**config.mk**
```make
export PLATFORM = sky130hd
export DESIGN_NAME = base64_encoder_unit
export DESIGN_NICKNAME = d
export VERILOG_FILES = /design/src/design/b64e_pkg.sv /design/src/design/b64e_front.sv /design/src/design/b64e_queue.sv /design/src/design/b64e_back.sv /design/src/design/base64_encoder_unit.sv
export SDC_FILE = /design/constraint.sdc
export NUM_CORES = 1
export LEC_CHECK = 0
export BUFFER_PORTS_ARGS = -buffer_cell sky130_fd_sc_hd__buf_4
export CAP_MARGIN = 20
export CORE_MARGIN = 2
export CORE_UTILIZATION = 27
export DETAILED_ROUTE_END_ITERATION = 8
export PLACE_DENSITY_LB_ADDON = 0.05
export SLEW_MARGIN = 20
export SYNTH_ARGS = -nofsm -noshare
export SYNTH_HDL_FRONTEND = slang
export SYNTH_SLANG_ARGS = --single-unit
```
**constraint.sdc**
```tcl
create_clock -name clk -period 2.8 [get_ports clk]
set_input_delay 0.14 -clock clk [delete_from_list [all_inputs] [get_ports clk]]
set_output_delay 0.14 -clock clk [all_outputs]
set_load 0.05 [all_outputs]
```
**src/design/b64e_pkg.sv**
```systemverilog
`default_nettype none
// ---------------------------------------------------------------------------
// b64e_pkg
// Shared types, constants and the 6-bit to ASCII character map of the
// Base64 encoder.
// ---------------------------------------------------------------------------
package b64e_pkg;

    localparam int unsigned QUEUE_DEPTH = 2;

    localparam logic [7:0] PAD_CHAR = 8'h3D;

    // Position within the current 3-byte group.
    typedef enum logic [2:0] {
        PH_0 = 3'b001,
        PH_1 = 3'b010,
        PH_2 = 3'b100
    } phase_t;

    // One classified input byte: up to four characters and the index of the
    // last one that is valid.
    typedef struct packed {
        logic [3:0][7:0] chars;
        logic [1:0]      last_idx;
        logic            fin;
    } grp_t;

    // Queue status seen by the front and back parts.
    typedef struct packed {
        logic full;
        logic empty;
    } q_stat_t;

    function automatic logic [7:0] enc6(input logic [5:0] v);
        logic [7:0] c;
        c = 8'h2F;
        case (v) inside
            [6'd0:6'd25]:  c = 8'h41 + {2'b00, v};
            [6'd26:6'd51]: c = 8'h61 + {2'b00, v} - 8'd26;
            [6'd52:6'd61]: c = 8'h30 + {2'b00, v} - 8'd52;
            6'd62:         c = 8'h2B;
            default:       c = 8'h2F;
        endcase
        return c;
    endfunction

endpackage
`default_nettype wire

```
**src/design/b64e_front.sv**
```systemverilog
`default_nettype none
// ---------------------------------------------------------------------------
// b64e_front
// Accepts one byte per item, tracks the group phase and the leftover bits,
// and turns each byte into a group of one to four characters.
// ---------------------------------------------------------------------------
module b64e_front (
    input  wire logic              clk,
    input  wire logic              rst_n,
    input  wire logic              byte_valid,
    output logic                   byte_stall,
    input  wire logic [7:0]        in_byte,
    input  wire logic              end_of_message,
    input  wire b64e_pkg::q_stat_t q_stat,
    output logic                   push,
    output b64e_pkg::grp_t         push_grp
);

    b64e_pkg::phase_t phase_reg, phase_next;
    logic [3:0]       left_reg, left_next;
    logic             take;

    assign byte_stall = q_stat.full;
    assign take       = byte_valid && !q_stat.full;
    assign push       = take;

    always_comb
    begin
        phase_next        = phase_reg;
        left_next         = left_reg;
        push_grp.chars    = {4{b64e_pkg::PAD_CHAR}};
        push_grp.last_idx = 2'd0;
        push_grp.fin      = end_of_message;
        case (phase_reg)
            b64e_pkg::PH_1:
            begin
                push_grp.chars[0] = b64e_pkg::enc6({left_reg[1:0], in_byte[7:4]});
                if (end_of_message)
                begin
                    push_grp.chars[1] = b64e_pkg::enc6({in_byte[3:0], 2'b00});
                    push_grp.last_idx = 2'd2;
                    phase_next        = b64e_pkg::PH_0;
                    left_next         = 4'd0;
                end
                else
                begin
                    phase_next = b64e_pkg::PH_2;
                    left_next  = in_byte[3:0];
                end
            end
            b64e_pkg::PH_2:
            begin
                push_grp.chars[0] = b64e_pkg::enc6({left_reg, in_byte[7:6]});
                push_grp.chars[1] = b64e_pkg::enc6(in_byte[5:0]);
                push_grp.last_idx = 2'd1;
                phase_next        = b64e_pkg::PH_0;
                left_next         = 4'd0;
            end
            default:
            begin
                push_grp.chars[0] = b64e_pkg::enc6(in_byte[7:2]);
                if (end_of_message)
                begin
                    push_grp.chars[1] = b64e_pkg::enc6({in_byte[1:0], 4'b0000});
                    push_grp.last_idx = 2'd3;
                    phase_next        = b64e_pkg::PH_0;
                    left_next         = 4'd0;
                end
                else
                begin
                    phase_next = b64e_pkg::PH_1;
                    left_next  = {2'b00, in_byte[1:0]};
                end
            end
        endcase
    end

    always_ff @(posedge clk or negedge rst_n)
    begin
        if (!rst_n)
        begin
            phase_reg <= b64e_pkg::PH_0;
            left_reg  <= 4'd0;
        end
        else if (take)
        begin
            phase_reg <= phase_next;
            left_reg  <= left_next;
        end
    end

endmodule
`default_nettype wire

```
**src/design/b64e_queue.sv**
```systemverilog
`default_nettype none
// ---------------------------------------------------------------------------
// b64e_queue
// Small register queue of character groups between the front and back parts.
// ---------------------------------------------------------------------------
module b64e_queue #(
    parameter int unsigned Depth = b64e_pkg::QUEUE_DEPTH
) (
    input  wire logic           clk,
    input  wire logic           rst_n,
    input  wire logic           push,
    input  wire b64e_pkg::grp_t push_grp,
    input  wire logic           pop,
    output b64e_pkg::grp_t      head_grp,
    output b64e_pkg::q_stat_t   q_stat,
    output logic [$clog2(Depth+1)-1:0] fill
);

    localparam int unsigned PtrW = (Depth > 1) ? $clog2(Depth) : 1;
    localparam int unsigned CntW = $clog2(Depth + 1);

    b64e_pkg::grp_t  mem_reg [Depth];
    logic [PtrW-1:0] wr_ptr_reg, wr_ptr_next;
    logic [PtrW-1:0] rd_ptr_reg, rd_ptr_next;
    logic [CntW-1:0] cnt_reg, cnt_next;
    logic            do_push, do_pop;

    assign q_stat.full  = (cnt_reg == CntW'(Depth));
    assign q_stat.empty = (cnt_reg == '0);
    assign do_push      = push && !q_stat.full;
    assign do_pop       = pop && !q_stat.empty;
    assign head_grp     = mem_reg[rd_ptr_reg];
    assign fill         = cnt_reg;

    always_comb
    begin
        wr_ptr_next = wr_ptr_reg;
        rd_ptr_next = rd_ptr_reg;
        cnt_next    = cnt_reg;
        if (do_push)
        begin
            wr_ptr_next = (wr_ptr_reg == PtrW'(Depth - 1)) ? '0 : wr_ptr_reg + 1'b1;
        end
        if (do_pop)
        begin
            rd_ptr_next = (rd_ptr_reg == PtrW'(Depth - 1)) ? '0 : rd_ptr_reg + 1'b1;
        end
        if (do_push && !do_pop)
        begin
            cnt_next = cnt_reg + 1'b1;
        end
        else if (do_pop && !do_push)
        begin
            cnt_next = cnt_reg - 1'b1;
        end
    end

    always_ff @(posedge clk or negedge rst_n)
    begin
        if (!rst_n)
        begin
            wr_ptr_reg <= '0;
            rd_ptr_reg <= '0;
            cnt_reg    <= '0;
        end
        else
        begin
            wr_ptr_reg <= wr_ptr_next;
            rd_ptr_reg <= rd_ptr_next;
            cnt_reg    <= cnt_next;
        end
    end

    always_ff @(posedge clk)
    begin
        if (do_push)
        begin
            mem_reg[wr_ptr_reg] <= push_grp;
        end
    end

endmodule
`default_nettype wire

```
**src/design/b64e_back.sv**
```systemverilog
`default_nettype none
// ---------------------------------------------------------------------------
// b64e_back
// Walks the characters of the group at the head of the queue, one per cycle
// unless char_stall holds a valid character, into the output register.
// ---------------------------------------------------------------------------
module b64e_back (
    input  wire logic              clk,
    input  wire logic              rst_n,
    input  wire b64e_pkg::grp_t    head_grp,
    input  wire b64e_pkg::q_stat_t q_stat,
    output logic                   pop,
    output logic [1:0]             char_idx,
    output logic                   char_valid,
    input  wire logic              char_stall,
    output logic [7:0]             out_char,
    output logic                   final_char
);

    logic [1:0] idx_reg, idx_next;
    logic       valid_reg, valid_next;
    logic [7:0] char_reg;
    logic       fin_reg;
    logic       load, at_last;

    assign load    = !q_stat.empty && (!valid_reg || !char_stall);
    assign at_last = (idx_reg == head_grp.last_idx);
    assign pop     = load && at_last;

    always_comb
    begin
        idx_next   = idx_reg;
        valid_next = valid_reg && char_stall;
        if (load)
        begin
            valid_next = 1'b1;
            idx_next   = at_last ? 2'd0 : idx_reg + 2'd1;
        end
    end

    always_ff @(posedge clk or negedge rst_n)
    begin
        if (!rst_n)
        begin
            idx_reg   <= 2'd0;
            valid_reg <= 1'b0;
        end
        else
        begin
            idx_reg   <= idx_next;
            valid_reg <= valid_next;
        end
    end

    always_ff @(posedge clk)
    begin
        if (load)
        begin
            char_reg <= head_grp.chars[idx_reg];
            fin_reg  <= head_grp.fin && at_last;
        end
    end

    assign char_idx   = idx_reg;
    assign char_valid = valid_reg;
    assign out_char   = char_reg;
    assign final_char = fin_reg;

endmodule
`default_nettype wire

```
**src/design/base64_encoder_unit.sv**
```systemverilog
`default_nettype none
// A byte's group is written into the queue; its first character is then loaded
// into the output register. One character leaves per cycle unless char_stall
// holds it; a byte gives one to four characters, a 3-byte group gives four.
// A two-group queue lets the input side run ahead of the character walk.
// Reset clears the group phase, leftover bits, queue pointers and output valid.
// ---------------------------------------------------------------------------
// base64_encoder_unit
// Streaming Base64 encoder with '=' padding and a flag on the final character.
// ---------------------------------------------------------------------------
module base64_encoder_unit #(
    parameter int unsigned QueueDepth = b64e_pkg::QUEUE_DEPTH
) (
    input  wire logic       clk,
    input  wire logic       rst_n,
    input  wire logic       byte_valid,
    output logic            byte_stall,
    input  wire logic [7:0] in_byte,
    input  wire logic       end_of_message,
    output logic            char_valid,
    input  wire logic       char_stall,
    output logic [7:0]      out_char,
    output logic            final_char
);

    b64e_pkg::grp_t    push_grp, head_grp;
    b64e_pkg::q_stat_t q_stat;
    logic              push, pop;
    logic [1:0]        char_idx;
    logic [$clog2(QueueDepth+1)-1:0] fill;

    b64e_front u_front (
        .clk            (clk),
        .rst_n          (rst_n),
        .byte_valid     (byte_valid),
        .byte_stall     (byte_stall),
        .in_byte        (in_byte),
        .end_of_message (end_of_message),
        .q_stat         (q_stat),
        .push           (push),
        .push_grp       (push_grp)
    );

    b64e_queue #(
        .Depth (QueueDepth)
    ) u_queue (
        .clk      (clk),
        .rst_n    (rst_n),
        .push     (push),
        .push_grp (push_grp),
        .pop      (pop),
        .head_grp (head_grp),
        .q_stat   (q_stat),
        .fill     (fill)
    );

    b64e_back u_back (
        .clk        (clk),
        .rst_n      (rst_n),
        .head_grp   (head_grp),
        .q_stat     (q_stat),
        .pop        (pop),
        .char_idx   (char_idx),
        .char_valid (char_valid),
        .char_stall (char_stall),
        .out_char   (out_char),
        .final_char (final_char)
    );

    // The queue never holds more groups than it has room for.
    a_fill_bound: assert property (@(posedge clk) disable iff (!rst_n)
        fill <= ($clog2(QueueDepth+1))'(QueueDepth))
        else $error("queue fill exceeds depth");

    // The input side is held off exactly when the queue is full.
    a_stall_full: assert property (@(posedge clk) disable iff (!rst_n)
        byte_stall == (fill == ($clog2(QueueDepth+1))'(QueueDepth)))
        else $error("input stall does not track queue full");

    // The character walk never runs past the last character of the head group.
    a_idx_bound: assert property (@(posedge clk) disable iff (!rst_n)
        !q_stat.empty |-> char_idx <= head_grp.last_idx)
        else $error("character index beyond group");

    // A group is only popped on its last character, and the walk then restarts at index zero.
    a_pop_last: assert property (@(posedge clk) disable iff (!rst_n)
        pop |=> char_idx == 2'd0)
        else $error("character index not restarted after pop");

endmodule
`default_nettype wire
```
# ---- Yosys cells after proc, flatten, opt, wreduce, memory -nomap -nowiden
# Memories as Yosys holds them, arrays and structs flattened.
# Index checks and enable logic that the tools add are counted.
dict set report totals {
  ff_bits 23
  ramBits 38
  output_inout_bits 11
  n_memories 1
}
dict set report op_classes {
  n_addsub 35
  magnitude_cmp 37
  n_eq_ne 8
  mux 43
  reduce_logical 36
}
# name words word_bits read_ports rd_ports_with_merged_regs wr line
set mem_list {}
lappend mem_list {u_queue.mem_reg 2 19 1 0 1 b64e_queue.sv:22} ;# b64e_pkg::grp_t mem_reg [Depth];
# cell n
set op_table {}
lappend op_table {{8-bit two-way mux} 21}
lappend op_table {{7-bit by 6-bit adder with 8-bit output (first input constant)} 12}
lappend op_table {{6-bit less-or-equal comparator (second input constant)} 12}
lappend op_table {{8-bit by 5-bit subtractor with 8-bit output (second input constant)} 6}
lappend op_table {{8-bit by 6-bit subtractor with 8-bit output (second input constant)} 6}
lappend op_table {{6-bit by 6-bit adder with 7-bit output (first input constant)} 6}
lappend op_table {{6-bit by 1-bit >= comparator with 1-bit output (second input constant)} 6}
lappend op_table {{6-bit by 5-bit >= comparator with 1-bit output (second input constant)} 6}
lappend op_table {{6-bit >= comparator (second input constant)} 6}
lappend op_table {{6-bit by 5-bit less-or-equal comparator with 1-bit output (second input constant)} 6}
lappend op_table {{18-bit case mux with 2 select lines} 1}
lappend op_table {{1-bit logical AND} 27}
lappend op_table {{6-bit equality test (second input constant)} 4}
lappend op_table {{8-bit binary-select mux with 2-bit select} 1}
lappend op_table {{3-bit two-way mux} 5}
lappend op_table {{2-bit two-way mux} 7}
lappend op_table {{4-bit case mux with 2 select lines} 1}
lappend op_table {{1-bit logical NOT} 6}
lappend op_table {{3-bit case mux with 2 select lines} 1}
lappend op_table {{1-bit two-way mux} 5}
lappend op_table {{2-bit by 1-bit adder with 2-bit output (second input constant)} 2}
lappend op_table {{4-bit two-way mux} 1}
lappend op_table {{3-bit by 2-bit equality test with 1-bit output (second input constant)} 1}
lappend op_table {{3-bit equality test (second input constant)} 1}
lappend op_table {{other kinds (8)} 9}

# ---- Longest topological paths before layout
dict set report depth {
  ltp_word 8
  depth_mapped 12
  depth_no_buf 9
}

# ---- Modules after synthesis
# Synthesis repeated with hierarchy kept, for this count alone.
dict set report unflattened {
  cells_unflattened 595
  area_unflattened_um2 6443.7
}
# module instances cells_each area_each_um2
set by_module_without_submodules {}
lappend by_module_without_submodules {b64e_front 1 431 2930.3}
lappend by_module_without_submodules {b64e_queue 1 128 2872.8}
lappend by_module_without_submodules {b64e_back 1 36 640.6}

# ---- Worst setup path after synthesis
# No wires, ideal clock.
dict set report synth_timing {
  path_kind {register -> register}
  startpoint {reg u_front.left_reg[0]}
  endpoint {mem u_queue.mem_reg[0][4] (netlist name), data pin}
  arrival_ns 2.320
  t_required_ns 2.522
  setup_slack_ns 0.202
  path_stages_with_launch 10
  n_path_buf 1
  period_less_slack_ns 2.598
  path_cell_list {dfrtp_1 clkbuf_1 inv_1 ha_1 a221o_1 o21ai_2 nor3_1 a221oi_1 o21ai_0 or4_1}
}
# item line
set synth_lines {}
lappend synth_lines {{from (decl)} b64e_front.sv:20} ;# logic [3:0] left_reg, left_next;
lappend synth_lines {{from (signal assigned)} b64e_front.sv:88} ;# left_reg <= left_next;
lappend synth_lines {{to (decl)} b64e_queue.sv:22}

==> flow_metrics.tcl <==
set metrics [dict create \
    outcome "finished, final reports clean" \
    grt.total_usage_pct 17.06 \
    wl_mm 16.75 \
    final.setup.tns_ns 0 \
    die_area_sq_mm 0.02008 \
    n_antenna_cell 0 \
    cts.sinks 61 \
    drive_above_1_share_pct 21.77 \
    synth-simple-area-share_pct 17.86 \
    p_leak_nw 2.342 \
    start_util_pct 27.47 \
    critPathArrivalTime_ns 2.69 \
    grt_pass1_wl_mm 25.90 \
    synth_area_sq_mm 0.005121 \
    vias 4518 \
    largest_reg_flops 38 \
    synthMuxAreaShare_pct 5.766 \
    dieWidth_microns 141.7 \
    rows 50 \
    critPathKind "register to register" \
    cts_tree "done" \
    cts_buffer_depth 2 \
    gp_congestion 0.8644 \
    place_ws_ns 0.04003 \
    switchingPower_mw 2.083 \
    synthArstFlopShare_pct 22.95 \
    worst_pin_slew_ns 0.6324 \
    ys_ff_latch 61 \
    grt_remaining_overflow 0 \
    cts_root_buf "clkbuf_16" \
    post-route-util_pct 33.26 \
    fin_worst_skew_ns 0.007960 \
    fin_cells 854 \
    synth_area_leaders "edfxtp_1 28%, ha_1 8.6%, dfrtp_1 6.4%, xnor2_1 4.6%, nand2_1 3.9%" \
    fin_ws_ns 0.1539 \
    synth_top_area_share_pct 27.56 \
    ir_drop_mv 0.3040 \
    first_pass_iters 5 \
    synth_top_family_by_area "compound AO/OA/AOI/OAI gates" \
    fmax_mhz 377.9 \
    power-per-cell-area_mw_per_mm2 864.9 \
    synth_enable_flop_cells 47 \
    min_period_ns 2.646 \
    path_max_fanout 8 \
    yosysUniqueCellTypes 82 \
    final_nets 663 \
    power_frac_comb_pct 47.2 \
    top_layer "met4" \
    endpoint_kind "register" \
    clock_latency_ns 0.33 \
    synth_top_cell_by_area "edfxtp_1" \
    ios 24 \
    synth_compound_area_share_pct 21.38 \
    ant_nets 0 \
    path_clk_slew_ns 0.05 \
    yosys_most_used_dff "edfxtp_1" \
    p_seq_share_pct 29.6 \
    maxCapViolCount 0 \
    hold_viol 0 \
    rsz0062_at_grt "false" \
    synth_warnings 0 \
    seq_area_frac_synth_pct 34.42 \
    antenna_found_initial 0 \
    cts_buffers 9 \
    area_growth_pct 21.06 \
    slew-limit-headroom_pct 57.84 \
    hold_class "primary input to register" \
    synth_adder_area_share_pct 8.551 \
    wire_per_inst_microns 19.61 \
    portBuffers 23 \
    pwr-share-clk_pct 23.2 \
    drc 0 \
    wl_met3_microns 607 \
    numPlacedInstances 837 \
    cts.htree.levels 3 \
    grt_max_degree 20 \
    coreArea_sq_mm 0.01864 \
    m1WireLength_mm 7.722 \
    switching_share_pct 38.84 \
    postSynthCellCount 554 \
    start_kind "register" \
    maxSlewViolCount 0 \
    p_int_mw 3.279 \
    crit_required_ns 2.85 \
    synth_xor_area_share_pct 5.644 \
    vias_per_cell 5.290 \
    avgSynthCellArea_sq_um 9.244 \
    routed-wl-met2_mm 8.113 \
    finalSetupViolations 0 \
    fillers 1948 \
    syn_nets 602 \
    fin_crit_sh_pct 94.50 \
    first_global_vias 4384 \
    dpl.hpwl_mm 13.02 \
    drt_iter0_drc 385 \
    die_h_microns 141.7 \
]
==> critical path, stage by stage, from the launching register on <==
cell      delay (ns)
dfrtp_1         0.41
inv_1           0.13
ha_1            0.25
nor2b_1         0.16
o21a_1          0.22
o21ai_4         0.25
a21oi_1         0.07
a221oi_1        0.32
o21ai_0         0.11
or4_1           0.45
==> Yosys cell counts, types with 3 or more instances <==
cell type  number
o31ai_1         6
a32o_1          3
mux2i_1         7
nand2b_1        7
xor2_1          6
a21o_1          4
o21ai_1         9
mux4_2          8
xnor2_1        27
a311oi_1        3
or2_2           7
dfrtp_1        13
o21ai_2         3
buf_4           3
nand4_1        12
inv_1          18
nor2b_1         6
inv_2           3
o311ai_1        3
nand2_1        53
a31oi_1         9
a221oi_1        5
a22o_1          3
mux2_2          3
buf_2          15
o211ai_1        8
nor3_1         12
nand3_1        23
ha_1           35
clkbuf_1        9
o21a_1          3
edfxtp_1       47
and3_1          6
buf_6           5
nor2_1         46
o21ai_0        30
a21oi_1        36
==> area by class of cell <==
| type | instances | area (sq um) | area share (%) |
|---|---|---|---|
| repair buffers | 86 | 673.1 | 10.86 |
| multi-input cells | 435 | 3057 | 49.30 |
| inverters | 22 | 82.58 | 1.332 |
| clock inverters | 5 | 98.84 | 1.594 |
| clock buffers | 11 | 232.7 | 3.754 |
| flip-flops and latches | 61 | 1763 | 28.44 |
| well taps | 234 | 292.8 | 4.723 |
==> path summary, 6_finish.rpt <==
check                      depth (start not counted)  slack, ns                  from               endpoint
max                                                9       0.15   u_front.left_reg[0]  u_queue.mem_reg[0][4]
min                                                3       0.02            char_stall      u_back.char_valid
max reg2reg                                        9       0.15   u_front.left_reg[0]  u_queue.mem_reg[0][4]
min reg2reg                                        2       0.49  u_front.phase_reg[0]   u_front.phase_reg[0]
max in group asynchronous                          2       2.33                 rst_n   u_front.phase_reg[0]
min in group asynchronous                          2       0.21                 rst_n    u_front.left_reg[3]
==> layer usage <==
layer,vias to the layer above,global-route usage [%]
li1,2192,-
met1,2195,22.72
met5,-,0
met3,16,3.071
met2,115,28.85
met4,0,4.000
==> power by group through the flow <==
| stage | Combinational [mW] | Clock, mW | Sequential (mW) |
|---|---|---|---|
| floorplan | 1.51 | 0 | 1.81 |
| global placement | 2.56 | 0 | 1.61 |
| detailed placement | 2.54 | 0 | 1.61 |
| CTS | 2.54 | 1.28 | 1.60 |
| global route | 2.76 | 1.32 | 1.63 |
| finish | 2.53 | 1.24 | 1.59 |
==> timing repair <==
action	4_1_cts	5_1_grt
buffers inserted	0	0
setup endpoints to repair	0	6
hold endpoints to repair	14	0
hold buffers	1	0
resized for setup	0	4
==> logic make-up (layout without fill, tap and decap cells) <==
family,after synthesis,in the layout
simple gates,189,189
compound gates,159,159
flops,61,61
buf+inv,58,124
fa+ha+maj,35,35
xor+xnor,33,33
mux,19,19
==> cell usage in the layout, fill, tap and decap left out, types with 12 or more instances in the layout <==
cell type  instances
a21oi_1           35
nor3_1            12
nor2_1            46
edfxtp_1          47
nand3_1           23
buf_4             83
o21ai_0           30
nand2_1           53
xnor2_1           27
nand4_1           12
dfrtp_1           13
inv_1             18
ha_1              35
==> through the flow <==
| stage | total power [mW] | cell area, sq um | hold WS [ns] |
|---|---|---|---|
| global placement | 4.167 | 5833 | 0.01793 |
| detailed placement | 4.146 | 5833 | 0.01945 |
| finish | 5.362 | 6200 | 0.02093 |
| global route | 5.717 | 6200 | 0.008003 |
| CTS | 5.414 | 6175 | 0.001678 |
| floorplan | 3.312 | 5121 | -0.1556 |
Note: power is estimated with default switching activity, not from simulation.
